## config.mk

```make
export PLATFORM = sky130hd
export DESIGN_NAME = iso2022jp_to_shift_jis
export DESIGN_NICKNAME = d
export VERILOG_FILES = /design/src/sv/iso2sj_pkg.sv /design/src/sv/iso2sj_decode.sv /design/src/sv/iso2sj_outq.sv /design/src/sv/iso2022jp_to_shift_jis.sv
export SDC_FILE = /design/constraint.sdc
export NUM_CORES = 1
export LEC_CHECK = 0
export BUFFER_PORTS_ARGS = -buffer_cell sky130_fd_sc_hd__buf_2
export CORE_ASPECT_RATIO = 1.4
export CORE_UTILIZATION = 30
export DETAILED_ROUTE_END_ITERATION = 10
export PLACE_DENSITY_LB_ADDON = 0.12
export SETUP_SLACK_MARGIN = 0.5
export SLEW_MARGIN = 15
export SYNTH_ARGS = -nofsm -noshare
export SYNTH_HDL_FRONTEND = slang
export SYNTH_SLANG_ARGS = --single-unit
export TNS_END_PERCENT = 1
```

## constraint.sdc

```tcl
create_clock -name clk_i -period 4.9 [get_ports clk_i]
set_input_delay 0.98 -clock clk_i [delete_from_list [all_inputs] [get_ports clk_i]]
set_output_delay 0.98 -clock clk_i [all_outputs]
set_load 0.03 [all_outputs]
```

## src/sv/iso2sj_pkg.sv

```systemverilog
// iso2sj_pkg: shared types, codes and constants for the ISO-2022-JP to Shift_JIS converter
// depends on nothing; imported by every module of the block
`timescale 1ns / 1ps
`default_nettype none

package iso2sj_pkg;

  localparam int unsigned MaxResults = 3;
  localparam int unsigned CountW     = 2;

  // byte codes
  localparam logic [7:0] ByteEsc      = 8'h1b;
  localparam logic [7:0] ByteSo       = 8'h0e;
  localparam logic [7:0] ByteSi       = 8'h0f;
  localparam logic [7:0] ByteDollar   = 8'h24;
  localparam logic [7:0] ByteParen    = 8'h28;
  localparam logic [7:0] ByteFinalB   = 8'h42;
  localparam logic [7:0] ByteFinalAt  = 8'h40;
  localparam logic [7:0] ByteFinalI   = 8'h49;
  localparam logic [7:0] JisRowSplit  = 8'h5e;
  localparam logic [7:0] JisLowBase   = 8'h71;
  localparam logic [7:0] JisHighBase  = 8'hb1;
  localparam logic [7:0] TrailOddLow  = 8'h1f;
  localparam logic [7:0] TrailOddHigh = 8'h20;
  localparam logic [7:0] TrailEven    = 8'h7e;
  localparam logic [7:0] TrailSplit   = 8'h60;
  localparam logic [7:0] HighBit      = 8'h80;

  typedef enum logic [1:0] {
    CS_ASCII = 2'd0,
    CS_JIS   = 2'd1,
    CS_KANA  = 2'd2
  } charset_e;

  // pending sequence, one-hot
  typedef enum logic [3:0] {
    SEQ_NONE = 4'b0001,
    SEQ_ESC  = 4'b0010,
    SEQ_SJIS = 4'b0100,
    SEQ_JIS  = 4'b1000
  } seq_e;

  typedef enum logic {
    KIND_BYTE = 1'b0,
    KIND_END  = 1'b1
  } out_kind_e;

  typedef struct packed {
    logic [7:0] data_byte;
    logic       end_of_text;
  } in_item_t;

  typedef struct packed {
    logic [7:0]        out_byte;
    logic              out_kind;
    logic [CountW-1:0] held_count;
    logic              out_last;
  } out_item_t;

  typedef out_item_t [MaxResults-1:0] out_batch_t;

  typedef struct packed {
    charset_e          char_set;
    seq_e              seq_kind;
    logic [CountW-1:0] seq_count;
    logic [7:0]        first_held;
    logic [7:0]        second_held;
  } conv_state_t;

  // Shift_JIS lead byte ranges
  function automatic logic is_sjis_lead(input logic [7:0] b);
    return ((b >= 8'h81) && (b <= 8'h9f)) || ((b >= 8'he0) && (b <= 8'hef));
  endfunction

endpackage

`default_nettype wire

```

## src/sv/iso2sj_decode.sv

```systemverilog
// iso2sj_decode: combinational decode of one byte against the converter state
// depends on iso2sj_pkg; used by iso2022jp_to_shift_jis
`timescale 1ns / 1ps
`default_nettype none

module iso2sj_decode import iso2sj_pkg::*; (
  input  conv_state_t       state_i,
  input  in_item_t          item_i,
  output conv_state_t       state_o,
  output out_batch_t        batch_o,
  output logic [CountW-1:0] batch_n_o
);

  logic [7:0]        b;
  logic [7:0]        a0;
  logic [7:0]        a0_dec;
  logic [7:0]        s0;
  logic [7:0]        add;
  logic [7:0]        byte0;
  logic [7:0]        byte1;
  logic [CountW-1:0] nbytes;
  conv_state_t       nxt;
  out_item_t         marker;

  assign b      = item_i.data_byte;
  assign a0     = state_i.first_held;
  assign a0_dec = a0 - 8'd1;

  // JIS X 0208 pair to Shift_JIS pair
  always_comb begin
    s0 = (a0_dec >> 1) + ((a0 <= JisRowSplit) ? JisLowBase : JisHighBase);
    if (a0[0]) begin
      add = (b < TrailSplit) ? TrailOddLow : TrailOddHigh;
    end else begin
      add = TrailEven;
    end
  end

  // sequence tracking and byte conversion
  always_comb begin
    nxt    = state_i;
    byte0  = '0;
    byte1  = '0;
    nbytes = '0;
    unique case (state_i.seq_kind)
      SEQ_ESC: begin
        if (state_i.seq_count < CountW'(2)) begin
          nxt.second_held = b;
          nxt.seq_count   = CountW'(2);
        end else begin
          if (state_i.second_held == ByteDollar && (b == ByteFinalB || b == ByteFinalAt)) begin
            nxt.char_set = CS_JIS;
          end else if (state_i.second_held == ByteParen && b == ByteFinalI) begin
            nxt.char_set = CS_KANA;
          end else begin
            nxt.char_set = CS_ASCII;
          end
          nxt.seq_kind    = SEQ_NONE;
          nxt.seq_count   = '0;
          nxt.first_held  = '0;
          nxt.second_held = '0;
        end
      end
      SEQ_SJIS: begin
        byte0           = a0;
        byte1           = b;
        nbytes          = CountW'(2);
        nxt.seq_kind    = SEQ_NONE;
        nxt.seq_count   = '0;
        nxt.first_held  = '0;
        nxt.second_held = '0;
      end
      SEQ_JIS: begin
        byte0           = s0;
        byte1           = b + add;
        nbytes          = CountW'(2);
        nxt.seq_kind    = SEQ_NONE;
        nxt.seq_count   = '0;
        nxt.first_held  = '0;
        nxt.second_held = '0;
      end
      default: begin
        if (b == ByteEsc) begin
          nxt.seq_kind  = SEQ_ESC;
          nxt.seq_count = CountW'(1);
        end else if (b == ByteSo) begin
          nxt.char_set = CS_KANA;
        end else if (b == ByteSi) begin
          nxt.char_set = CS_ASCII;
        end else if (b >= HighBit) begin
          if (is_sjis_lead(b)) begin
            nxt.seq_kind   = SEQ_SJIS;
            nxt.seq_count  = CountW'(1);
            nxt.first_held = b;
          end else begin
            byte0  = b;
            nbytes = CountW'(1);
          end
        end else if (state_i.char_set == CS_JIS) begin
          nxt.seq_kind   = SEQ_JIS;
          nxt.seq_count  = CountW'(1);
          nxt.first_held = b;
        end else if (state_i.char_set == CS_KANA) begin
          byte0  = b + HighBit;
          nbytes = CountW'(1);
        end else begin
          byte0  = b;
          nbytes = CountW'(1);
        end
      end
    endcase

    // end marker reports what is still held
    marker            = '0;
    marker.out_kind   = KIND_END;
    marker.held_count = nxt.seq_count;
    marker.out_last   = 1'b1;
    if (item_i.end_of_text) begin
      nxt.seq_kind    = SEQ_NONE;
      nxt.seq_count   = '0;
      nxt.first_held  = '0;
      nxt.second_held = '0;
      nxt.char_set    = CS_ASCII;
    end
  end

  // assemble the result batch
  always_comb begin
    batch_o = '0;
    batch_o[0].out_byte = byte0;
    batch_o[1].out_byte = byte1;
    if (item_i.end_of_text) begin
      batch_o[nbytes] = marker;
    end
    batch_n_o = nbytes + CountW'(item_i.end_of_text);
  end

  assign state_o = nxt;

endmodule

`default_nettype wire

```

## src/sv/iso2sj_outq.sv

```systemverilog
// iso2sj_outq: result register that holds one batch and sends it one item per cycle while the receiver does not stall
// depends on iso2sj_pkg; used by iso2022jp_to_shift_jis
`timescale 1ns / 1ps
`default_nettype none

module iso2sj_outq import iso2sj_pkg::*; (
  input  logic              clk_i,
  input  logic              rst_ni,
  input  logic              load_req_i,
  input  out_batch_t        batch_i,
  input  logic [CountW-1:0] batch_n_i,
  output logic              load_ok_o,
  output logic              out_valid_o,
  input  logic              out_stall_i,
  output out_item_t         out_item_o
);

  out_batch_t        slot_q, slot_d;
  logic [CountW-1:0] rem_q, rem_d;
  logic              take;
  logic              load;

  assign out_valid_o = (rem_q != '0);
  assign out_item_o  = slot_q[0];
  assign take        = out_valid_o && !out_stall_i;
  // a new batch fits once the current one is gone or its last item leaves
  assign load_ok_o   = (rem_q == '0) || (take && rem_q == CountW'(1));
  assign load        = load_req_i && load_ok_o;

  // next batch or shift down
  always_comb begin
    slot_d = slot_q;
    rem_d  = rem_q;
    if (load) begin
      slot_d = batch_i;
      rem_d  = batch_n_i;
    end else if (take) begin
      slot_d[0] = slot_q[1];
      slot_d[1] = slot_q[2];
      rem_d     = rem_q - CountW'(1);
    end
  end

  always_ff @(posedge clk_i or negedge rst_ni) begin
    if (!rst_ni) begin
      rem_q <= '0;
    end else begin
      rem_q <= rem_d;
    end
  end

  always_ff @(posedge clk_i) begin
    slot_q <= slot_d;
  end

`ifndef SYNTHESIS
  a_more_follow: assert property (@(posedge clk_i) disable iff (!rst_ni)
    (take && rem_q > CountW'(1)) |=> out_valid_o)
    else $error("batch lost items");
  a_last_is_marker: assert property (@(posedge clk_i) disable iff (!rst_ni)
    (out_valid_o && out_item_o.out_last) |-> (out_item_o.out_kind == KIND_END))
    else $error("last flag on a data byte");
  a_empty_load: assert property (@(posedge clk_i) disable iff (!rst_ni)
    (load && batch_n_i == '0) |=> !out_valid_o)
    else $error("empty batch shows a result");
  a_no_overflow: assert property (@(posedge clk_i) disable iff (!rst_ni)
    load_req_i |-> (batch_n_i <= CountW'(MaxResults)))
    else $error("batch larger than the buffer");
`endif

endmodule

`default_nettype wire

```

## src/sv/iso2022jp_to_shift_jis.sv

```systemverilog
// iso2022jp_to_shift_jis: top level with input register, converter state and result queue
// depends on iso2sj_pkg, iso2sj_decode and iso2sj_outq
//
// Usage:
//   Input channel: in_valid_i / in_stall_o carry one ISO-2022-JP byte per item
//   with an end_of_text flag. Output channel: out_valid_o / out_stall_i carry
//   one Shift_JIS byte or the end marker per item.
//   An accepted byte sits in the input register, is decoded and written as a
//   batch of zero to three results into the result register once the result
//   queue has room; the first item of that register drives the output.
//   Throughput is one input item per cycle while each byte yields at most one
//   result and the receiver does not stall; a byte that yields two or three
//   results keeps the result queue busy while they leave one by one through
//   its single output port, and the next byte waits in the input register
//   until the last of them leaves. Escape, shift codes and lead bytes only change
//   state unless they end the text. When the receiver stalls, the result queue holds
//   its item, then the input register fills and in_stall_o rises; no item is dropped.
//   Reset clears the valid flags and returns the converter to ASCII with no
//   pending sequence. After an end_of_text item the converter is back in ASCII.
`timescale 1ns / 1ps
`default_nettype none

module iso2022jp_to_shift_jis import iso2sj_pkg::*; (
  input  logic      clk_i,
  input  logic      rst_ni,
  input  logic      in_valid_i,
  output logic      in_stall_o,
  input  in_item_t  in_item_i,
  output logic      out_valid_o,
  input  logic      out_stall_i,
  output out_item_t out_item_o
);

  logic              in_valid_q, in_valid_d;
  in_item_t          in_item_q;
  conv_state_t       state_q, state_d;
  conv_state_t       state_next;
  out_batch_t        batch;
  logic [CountW-1:0] batch_n;
  logic              load_ok;
  logic              consume;
  logic              in_accept;

  iso2sj_decode u_decode (
    .state_i   (state_q),
    .item_i    (in_item_q),
    .state_o   (state_next),
    .batch_o   (batch),
    .batch_n_o (batch_n)
  );

  iso2sj_outq u_outq (
    .clk_i       (clk_i),
    .rst_ni      (rst_ni),
    .load_req_i  (in_valid_q),
    .batch_i     (batch),
    .batch_n_i   (batch_n),
    .load_ok_o   (load_ok),
    .out_valid_o (out_valid_o),
    .out_stall_i (out_stall_i),
    .out_item_o  (out_item_o)
  );

  // handshake on the input register
  assign consume    = in_valid_q && load_ok;
  assign in_stall_o = in_valid_q && !load_ok;
  assign in_accept  = in_valid_i && !in_stall_o;

  always_comb begin
    in_valid_d = in_valid_q;
    if (in_accept) begin
      in_valid_d = 1'b1;
    end else if (consume) begin
      in_valid_d = 1'b0;
    end
    state_d = consume ? state_next : state_q;
  end

  always_ff @(posedge clk_i or negedge rst_ni) begin
    if (!rst_ni) begin
      in_valid_q          <= 1'b0;
      state_q.char_set    <= CS_ASCII;
      state_q.seq_kind    <= SEQ_NONE;
      state_q.seq_count   <= '0;
      state_q.first_held  <= '0;
      state_q.second_held <= '0;
    end else begin
      in_valid_q <= in_valid_d;
      state_q    <= state_d;
    end
  end

  // input payload
  always_ff @(posedge clk_i) begin
    if (in_accept) begin
      in_item_q <= in_item_i;
    end
  end

`ifndef SYNTHESIS
  a_stall_needs_item: assert property (@(posedge clk_i) disable iff (!rst_ni)
    in_stall_o |-> in_valid_q)
    else $error("stall with empty input register");
  a_eot_resets_set: assert property (@(posedge clk_i) disable iff (!rst_ni)
    (consume && in_item_q.end_of_text) |=>
      (state_q.char_set == CS_ASCII && state_q.seq_kind == SEQ_NONE))
    else $error("state not cleared after end of text");
`endif

endmodule

`default_nettype wire

```

==> results.sh, run 1 <==
export IMPL_tightest_slew_ps=988.5
export IMPL_crit_end="u_outq.out_item_o[11]"
export IMPL_grt_setup_unrepaired="false"
export IMPL_yosys_area_share_simple_pct=19.86
export IMPL_synth_edf_count=34
export IMPL_drt_initial_drc_count=189
export IMPL_grt_max_degree=28
export IMPL_fillers=1260
export IMPL_grtUsageTotal_pct=15.60
export IMPL_cts_resized=0
export IMPL_cp_startpoint="state_q[8]"
export IMPL_setup_viol_count_final=0
export IMPL_syn_area_sq_um=3861
export IMPL_relSlewSlack_pct=34.10
export IMPL_ctsHtreeMaxLevel=3
export IMPL_yosysUniqueCellTypes=69
export IMPL_synthXorXnorAreaFrac_pct=3.176
export IMPL_powerDensity_nw_per_um2=717.9
export IMPL_via_per_inst=5.089
export IMPL_p_int_w=0.001733
export IMPL_multi_input_area_sq_um=1884
export IMPL_peakVddDrop_uv=238.9
export IMPL_cts_tree="done"
export IMPL_period_minus_slack_ps=2749
export IMPL_wl_per_cell_microns=16.76
export IMPL_syn2layout_area_growth_pct=11.31
export IMPL_slew_viol_final=0
export IMPL_clk_insertion_delay_late_ps=330
export IMPL_cts_hold_buffers=0
export IMPL_violations="design-rule violations"
export IMPL_synth_compound_area_share_pct=18.79
export IMPL_r2r_end="u_outq.out_item_o[11]"
export IMPL_overflow=0
export IMPL_clk_pin_slew_ps=60
export IMPL_cts_root_buf="clkbuf_16"
export IMPL_fin_ws_ps=2151
export IMPL_r2r_start="state_q[8]"
export IMPL_rows=48
export IMPL_fin_nets=444
export IMPL_synth_seq_cells=61
export IMPL_cp_start_kind="flip-flop"
export IMPL_synth_flop_cell="edfxtp_1"
export IMPL_hold_viol=0
export IMPL_finalCritPeriodShare_pct=56.09
export IMPL_io_buffer_count=26
export IMPL_cts_buffer_depth=2
export IMPL_yosysMostFrequentCell="nand2_1"
export IMPL_fmax_mhz=363.8
export IMPL_required_ps=5080
export IMPL_num_vias=2911
export IMPL_dpl_cell_count=556
export IMPL_synth_common_cells="nand2_1, edfxtp_1, o21ai_0"
export IMPL_fin_total_pwr_w=0.003085
export IMPL_ios=27
export IMPL_status="finished, violations left"
export IMPL_wl_microns=9589
export IMPL_worstSetupEndpointType="flip-flop"
export IMPL_switchingPower_w=0.001352
export IMPL_cts_sinks=61
export IMPL_worstSetupPathType="reg2reg"
export IMPL_drive_above_1_share_pct=15.64
export IMPL_p_sw_share_pct=43.83
export IMPL_syn_inst=414
export IMPL_dp_hpwl_microns=7042
export IMPL_synth_top_family_by_area="simple AND/OR/NAND/NOR gates"
export IMPL_die_area_sq_um=13330
export IMPL_avgSynthCellArea_sq_um=9.327
export IMPL_reg2reg_depth=10
export IMPL_final_cells=572
export IMPL_holdWs_ps=481.5
export IMPL_ant_nets=0
export IMPL_cts_buffers=9
export IMPL_initial_core_util_pct=31.06
export IMPL_drcViolationCount=2
export IMPL_dieHeight_microns=136.2
export IMPL_drt_first_pass_iters=8
export IMPL_antenna_found_initial=0
export IMPL_synth_top_area_cell="edfxtp_1"
export IMPL_yosys_area_top_type_share_pct=26.44
export IMPL_place_worst_setup_slack_ps=2042
export IMPL_synth_warning_count=0
export IMPL_crit_fanout=10
export IMPL_cap_violations=0
export IMPL_seq_area_sq_um=1698
export IMPL_p_comb_share_pct=47.8
export IMPL_fin_skew_ps=5.404
export IMPL_seq_area_frac_synth_pct=43.97
export IMPL_async_reset_ff_share_pct=44.26
export IMPL_p_leak_nw=1.706
export IMPL_cts_setup_buffers=0
export IMPL_grt_pass1_vias=2962
export IMPL_grt_pass1_wl_microns=15900
export IMPL_r2r_setup_slack_ps=2150
export IMPL_synth_area_top_cells="edfxtp_1, dfrtp_1, nand2_1, ha_1, o21ai_0"
export IMPL_clkPwrFrac_pct=20.2
export IMPL_core_area_sq_um=12430
export IMPL_tns_ps=0
export IMPL_cp_arrival_ps=2930
export IMPL_diodes=0
export IMPL_hold_path_class="reg2reg"
export IMPL_die_x_microns=97.88
export IMPL_yosys_mux_area_fraction_pct=1.879
export IMPL_routabilityCongestion=0.8279
export IMPL_seqPwrFrac_pct=32.0
export IMPL_synthAdderAreaFrac_pct=4.731
placed cells by master (no fill, tap or decap), types with 3 or more instances in the layout:
cell,synthesis,routed
o21ai_0,27,27
a22oi_1,8,8
nor3b_1,4,4
xor2_1,3,3
ha_1,13,13
buf_2,3,26
nor2b_1,6,6
nand3_1,7,7
or2_2,3,3
inv_1,24,24
and3_1,5,5
clkbuf_16,0,9
nor2_1,25,25
o31ai_1,6,6
nand2_1,67,67
nand2b_1,3,3
o21a_1,3,3
nor3_1,10,10
o211ai_2,4,4
nor4_1,4,3
a222oi_1,3,3
a31oi_1,3,3
or4_1,3,3
edfxtp_1,34,34
a21oi_1,15,15
xnor2_1,11,11
dfrtp_1,26,26
o21ai_1,9,9
and2_1,3,3
a21boi_0,3,3
cell families (layout without fill, tap and decap cells):
logic type	after synthesis	count (layout)
xor gates and xnor gates	14	14
other	1	2
AOI/OAI and AO/OA	103	103
muxes	6	6
DFF	61	61
adders and majority gates	14	14
and+or+nand+nor	154	154
buffers and inverters	61	68
power by group through the flow:
stage          Clock (W)  Sequential [W]  Combinational, W
2_1_floorplan          0        0.000877           0.00128
3_3_place_gp           0        0.000993           0.00148
3_5_place_dp           0        0.000997           0.00148
4_1_cts         0.000642        0.000988           0.00149
5_1_grt         0.000660         0.00101           0.00165
6_report        0.000624        0.000986           0.00147
worst min path at each step:
stage	start	cells past startpoint	endpoint	slack, ps
final	state_q[7]	2	state_q[7]	480
after global routing	state_q[1]	2	state_q[1]	510
after CTS	state_q[5]	2	state_q[5]	490
after detailed placement	state_q[5]	2	state_q[5]	470
after global placement	state_q[5]	2	state_q[5]	460
after floorplan	state_q[5]	2	state_q[5]	440
critical path, stage by stage, from the launching register on:
cell and delay [ps]:
dfrtp_1 550, inv_1 150, ha_1 210, nand3b_1 150
o21ai_0 310, inv_1 120, ha_1 330, or4_1 500
o221ai_1 90, nor3_1 70, o21ai_1 110
registers in the layout, summed over array words and instances, names as in the netlist:
signal             cells
state_q               24
in_valid_q             1
in_item_q              9
u_outq.slot_q         14
u_outq.out_item_o     11
u_outq.rem_q           2
final cells by class:
class                      count  share of cell area [%]
multi-input combinational    293                   43.84
clock inverter                 6                   1.485
tap                          150                   4.367
sequential                    61                   39.51
timing repair buffer          28                   3.377
inverter                      24                   2.096
clock buffer                  10                   5.328
stage by stage:
step	util [%]	instance area [sq um]
after CTS	34.57	4298
after global placement	32.22	4005
after detailed placement	32.22	4005
final	34.57	4298
after floorplan	-	3865
after global routing	34.57	4298
routing by layer:
layer	GRT usage, %	share of wire (%)	vias to the layer above
met5	0	0	-
met4	6.734	1.4	0
met3	2.365	3.1	10
met2	26.96	51	49
met1	19.27	45	1383
li1	-	-	1469
Note: power is estimated with default switching activity, not from simulation.
==> run 2: changes to the inputs <==
==> constraint.sdc (replaced) <==
create_clock -name clk_i -period 2.61 [get_ports clk_i]
set_input_delay 0.522 -clock clk_i [delete_from_list [all_inputs] [get_ports clk_i]]
set_output_delay 0.522 -clock clk_i [all_outputs]
set_load 0.03 [all_outputs]
==> results.sh, run 2 (synthesized netlist as in run 1, its figures left out) <==
export IMPL_status="finished, violations left"
export IMPL_powerDensity_nw_per_um2=1343
export IMPL_io_buffer_count=26
export IMPL_initial_core_util_pct=31.06
export IMPL_ios=27
export IMPL_cp_startpoint="state_q[9]"
export IMPL_fin_ws_ps=246.2
export IMPL_slew_viol_final=0
export IMPL_crit_fanout=7
export IMPL_dieHeight_microns=136.2
export IMPL_grt_max_degree=28
export IMPL_num_vias=3105
export IMPL_cts_tree="done"
export IMPL_drt_first_pass_iters=7
export IMPL_cts_hold_buffers=0
export IMPL_largest_reg_flops=24
export IMPL_relSlewSlack_pct=52.75
export IMPL_worstSetupPathType="reg2reg"
export IMPL_grt_pass1_wl_microns=17190
export IMPL_die_x_microns=97.88
export IMPL_routabilityCongestion=0.8073
export IMPL_dp_hpwl_microns=7720
export IMPL_grtUsageTotal_pct=16.92
export IMPL_cap_violations=0
export IMPL_cts_sinks=61
export IMPL_tns_ps=0
export IMPL_r2r_start="state_q[9]"
export IMPL_required_ps=2670
export IMPL_cts_root_buf="clkbuf_16"
export IMPL_cp_depth=9
export IMPL_drive_above_1_share_pct=25.99
export IMPL_p_leak_nw=1.873
export IMPL_drt_initial_drc_count=133
export IMPL_hold_viol=0
export IMPL_slowest_delay_ps=460
export IMPL_cp_arrival_ps=2430
export IMPL_rows=48
export IMPL_place_worst_setup_slack_ps=71.70
export IMPL_diodes=0
export IMPL_wl_per_cell_microns=17.30
export IMPL_critPathBufInv=2
export IMPL_syn2layout_area_growth_pct=20.03
export IMPL_crit_top_cell="inv_1"
export IMPL_cts_buffers=9
export IMPL_reg2reg_depth=9
export IMPL_cpMaxStageDelayCell="a222oi_1"
export IMPL_core_area_sq_um=12430
export IMPL_cts_buffer_depth=2
export IMPL_finalCritPeriodShare_pct=90.57
export IMPL_fin_nets=476
export IMPL_die_area_sq_um=13330
export IMPL_setup_viol_count_final=0
export IMPL_grt_setup_unrepaired="true"
export IMPL_fin_skew_ps=7.331
export IMPL_regMostFlops="state_q"
export IMPL_wl_microns=10450
export IMPL_crit_chain="inv_1 > ha_2 > inv_1 > ha_1 > xnor2_2 > nor2_1 > a21oi_1 > a222oi_1 > o21ai_1"
export IMPL_peakVddDrop_uv=414.0
export IMPL_tightest_slew_ps=708.8
export IMPL_drcViolationCount=1
export IMPL_worstSetupEndpointType="flip-flop"
export IMPL_holdWs_ps=236.9
export IMPL_antenna_found_initial=0
export IMPL_overflow=0
export IMPL_period_minus_slack_ps=2364
export IMPL_grt_pass1_vias=3249
export IMPL_cp_top_family="compound AO/OA/AOI/OAI gates"
export IMPL_final_common_cell="nand2_1"
export IMPL_fmax_mhz=423.0
export IMPL_violations="design-rule violations"
export IMPL_mostFrequentLayoutCells="nand2_1, edfxtp_1, buf_4, buf_2, o21ai_0"
export IMPL_cp_start_kind="flip-flop"
export IMPL_ant_nets=0
export IMPL_hold_path_class="in2async"
export IMPL_clk_insertion_delay_late_ps=330
export IMPL_clk_pin_slew_ps=60
export IMPL_ctsHtreeMaxLevel=3
export IMPL_via_per_inst=5.141
[run 2: changes by cell type in the layout (fill, tap and decap cells not counted), sizes merged]
cell	delta
inv	-1
dlymetal6s2s	+1
clkinvlp	+1
clkinv	+1
buf	+31
bufinv	-1
[run 2: per-stage QoR]
| stage | utilization, % | area, sq um | cells | total power (W) |
|---|---|---|---|---|
| 2_1_floorplan | - | 3921 | 415 | 0.004183 |
| 3_3_place_gp | 33.65 | 4183 | 575 | 0.004885 |
| 3_5_place_dp | 33.65 | 4183 | 575 | 0.004928 |
| 4_1_cts | 36.01 | 4477 | 593 | 0.006086 |
| 5_1_grt | 37.28 | 4634 | 604 | 0.006694 |
| 6_report | 37.28 | 4634 | 604 | 0.006223 |
[run 2: metal layers]
metal  track usage [%]  wire, microns
met5                 0              0
met4             6.650            208
met3             2.879            266
met2             31.18           5477
met1             19.32           4497
[run 2: path summary, 6_finish.rpt]
| kind | endpoint | slack (ps) |
|---|---|---|
| setup / recovery | u_outq.out_item_o[6] | 250 |
| max in group asynchronous | state_q[12] | 1860 |
| setup reg to reg | u_outq.out_item_o[6] | 250 |
| hold / removal | in_valid_q | 240 |
| min in group clk_i | in_item_q[0] | 360 |
| hold reg to reg | state_q[0] | 480 |
[run 2: layout make-up]
class                   count  area (sq um)
clock buffers              10         229.0
fillers                  1258          7797
inverters                  24         93.84
well taps                 150         187.7
multi-input cells         293          1978
repair buffers             60         402.9
flip-flops and latches     61          1703
clock inverters             6         40.04
[run 2: repair_timing]
item	CTS	global route
setup endpoints to repair	37	49
buffers inserted	2	11
endpoints found under the hold margin	0	0
resized for setup	4	16
pin swaps	3	9
[run 2: power breakdown]
group | total [W] | switching (W) | internal, W
logic | 0.00336 | 0.00203 | 0.00133
registers | 0.00177 | 0.000261 | 0.00151
clock network | 0.00109 | 0.000451 | 0.000639
total | 0.00622 | 0.00274 | 0.00348
[run 2: worst reg2reg max path: cells and delay by family (launching register included)]
kind / cells / cell delay [ps]
compound gates: 3 / 640
fa+ha+maj: 2 / 630
flops: 1 / 420
xor+xnor: 1 / 170
buf+inv: 2 / 120
simple gates: 1 / 120
==> run 3: changes to the inputs <==
--- a/config.mk
+++ b/config.mk
@@ -6,6 +6,8 @@
 export NUM_CORES = 1
 export LEC_CHECK = 0
 export BUFFER_PORTS_ARGS = -buffer_cell sky130_fd_sc_hd__buf_2
+export CELL_PAD_IN_SITES_DETAIL_PLACEMENT = 1
+export CELL_PAD_IN_SITES_GLOBAL_PLACEMENT = 2
 export CORE_ASPECT_RATIO = 1.4
 export CORE_UTILIZATION = 30
 export DETAILED_ROUTE_END_ITERATION = 10
==> results.sh, run 3 (synthesized netlist as in run 1, its figures left out) <==
export IMPL_status="finished, violations left"
export IMPL_violations="design-rule violations"
export IMPL_grtUsageTotal_pct=18.45
export IMPL_ios=27
export IMPL_hold_path_class="in2async"
export IMPL_crit_chain="a21oi_2 > nand2_1 > buf_4 > buf_4 > ha_1 > or2_2 > a21oi_1 > a21oi_1 > o21ai_0 > nor3b_1"
export IMPL_antenna_found_initial=0
export IMPL_fillers=1422
export IMPL_fin_skew_ps=6.023
export IMPL_cts_buffers=9
export IMPL_die_area_sq_um=13330
export IMPL_clk_insertion_delay_late_ps=330
export IMPL_drcViolationCount=1
export IMPL_clk_pin_slew_ps=60
export IMPL_fin_nets=480
export IMPL_die_x_microns=97.88
export IMPL_cpMaxStageDelayCell="edfxtp_1"
export IMPL_cts_root_buf="clkbuf_16"
export IMPL_ant_nets=0
export IMPL_r2r_setup_slack_ps=320
export IMPL_dieHeight_microns=136.2
export IMPL_post_route_util_pct=37.74
export IMPL_tns_ps=0
export IMPL_slew_viol_final=0
export IMPL_period_minus_slack_ps=2291
export IMPL_holdWs_ps=232.4
export IMPL_regMostFlops="state_q"
export IMPL_worstSetupPathType="reg2reg"
export IMPL_p_leak_nw=1.932
export IMPL_multi_input_area_sq_um=1998
export IMPL_grt_pass1_vias=3363
export IMPL_cts_buffer_depth=2
export IMPL_fin_total_pwr_w=0.006372
export IMPL_overflow=0
export IMPL_grt_pass1_wl_microns=18550
export IMPL_cts_tree="done"
export IMPL_place_area_sq_um=4220
export IMPL_cp_arrival_ps=2460
export IMPL_via_per_inst=5.115
export IMPL_syn2layout_area_growth_pct=21.52
export IMPL_wl_met1_microns=4885
export IMPL_routabilityCongestion=0.7557
export IMPL_hold_viol=0
export IMPL_wl_met2_microns=5745
export IMPL_setup_viol_count_final=0
export IMPL_required_ps=2780
export IMPL_grt_setup_unrepaired="true"
export IMPL_grt_max_degree=28
export IMPL_mostFrequentLayoutCells="nand2_1, buf_4, edfxtp_1, buf_2, dfrtp_1"
export IMPL_crit_fanout=3
export IMPL_dp_hpwl_microns=8320
export IMPL_cap_violations=0
export IMPL_wl_per_cell_microns=18.58
export IMPL_peakVddDrop_uv=394.3
export IMPL_cts_sinks=61
export IMPL_fmax_mhz=436.6
export IMPL_relSlewSlack_pct=53.33
export IMPL_drt_first_pass_iters=7
export IMPL_worstSetupEndpointType="flip-flop"
export IMPL_largest_reg_flops=24
export IMPL_powerDensity_nw_per_um2=1358
export IMPL_drive_above_1_share_pct=26.64
export IMPL_r2r_start="in_item_q[6]"
export IMPL_io_buffer_count=26
export IMPL_core_area_sq_um=12430
export IMPL_seq_area_sq_um=1699
export IMPL_ctsHtreeMaxLevel=3
export IMPL_cts_hold_buffers=0
export IMPL_cp_startpoint="in_item_q[6]"
export IMPL_diodes=0
export IMPL_drt_initial_drc_count=117
export IMPL_wl_microns=11300
export IMPL_initial_core_util_pct=31.06
export IMPL_met3_length_microns=265
export IMPL_tightest_slew_ps=700.0
export IMPL_post_route_cell_area_sq_um=4692
export IMPL_cp_start_kind="flip-flop"
export IMPL_top_layer="met4"
export IMPL_num_vias=3110
export IMPL_rows=48
export IMPL_slowest_delay_ps=410
export IMPL_finalCritPeriodShare_pct=87.76
export IMPL_final_common_cell="nand2_1"
## run 3: changes by cell type in the layout (fill, tap and decap cells not counted), moves of 2 or more
| cell | delta |
|---|---|
| clkinvlp_4 | -3 |
| o211ai_4 | +2 |
| buf_4 | +6 |
| o211ai_2 | -2 |
| clkinv_2 | +3 |
| clkinv_4 | -2 |
| clkbuf_8 | +2 |
| dfrtp_2 | -3 |
| dfrtp_1 | +3 |
## run 3: worst paths after layout
| kind | to | cells past startpoint |
|---|---|---|
| min in group clk_i | in_item_q[0] | 1 |
| min | state_q[0] | 1 |
| max reg2reg | u_outq.slot_q[23] | 10 |
| max | u_outq.slot_q[23] | 10 |
| min reg2reg | state_q[6] | 2 |
| max in group asynchronous | state_q[9] | 1 |
## run 3: metrics by stage
stage / instances / setup WS [ps]
2_1_floorplan: 415 / 387.8
3_3_place_gp: 580 / 220.5
3_5_place_dp: 580 / 221.2
4_1_cts: 606 / 341.3
5_1_grt: 608 / 169.7
6_report: 608 / 319.3
## run 3: repair_timing
item                                    CTS  global route
pin swaps                                 7             5
endpoints found under the setup margin   30            47
resized for setup                        16             2
setup buffers                            10             2
endpoints found under the hold margin     0             0
cloned                                    0             0
## run 3: per-layer routing
| metal | GRT usage (%) | up-vias |
|---|---|---|
| li1 | - | 1541 |
| met1 | 21.66 | 1493 |
| met2 | 32.47 | 52 |
| met3 | 3.136 | 24 |
| met4 | 9.007 | 0 |
| met5 | 0 | - |
## run 3: cell type report
cell class                      count  share of cell area, %
Sequential cell                    61                  36.21
Clock buffer                       11                  5.387
Timing Repair Buffer               64                  8.853
Tap cell                          150                  4.000
Multi-Input combinational cell    293                  42.59
Inverter                           24                  1.920
Clock inverter                      5                  1.040
## run 3: power by group
group | total, W | internal, W | leakage (nW) | switching [W]
combinational | 0.00340 | 0.00135 | 1.09 | 0.00205
clock | 0.00121 | 0.000782 | 0.153 | 0.000431
sequential | 0.00176 | 0.00151 | 0.692 | 0.000250
total | 0.00637 | 0.00364 | 1.93 | 0.00273
## run 3: critical path, delay by kind of cell (launching register included)
family | cells | cell delay [ps]
compound gates | 4 | 540
fa+ha+maj | 1 | 330
buf+inv | 2 | 260
flops | 1 | 410
simple gates | 3 | 590
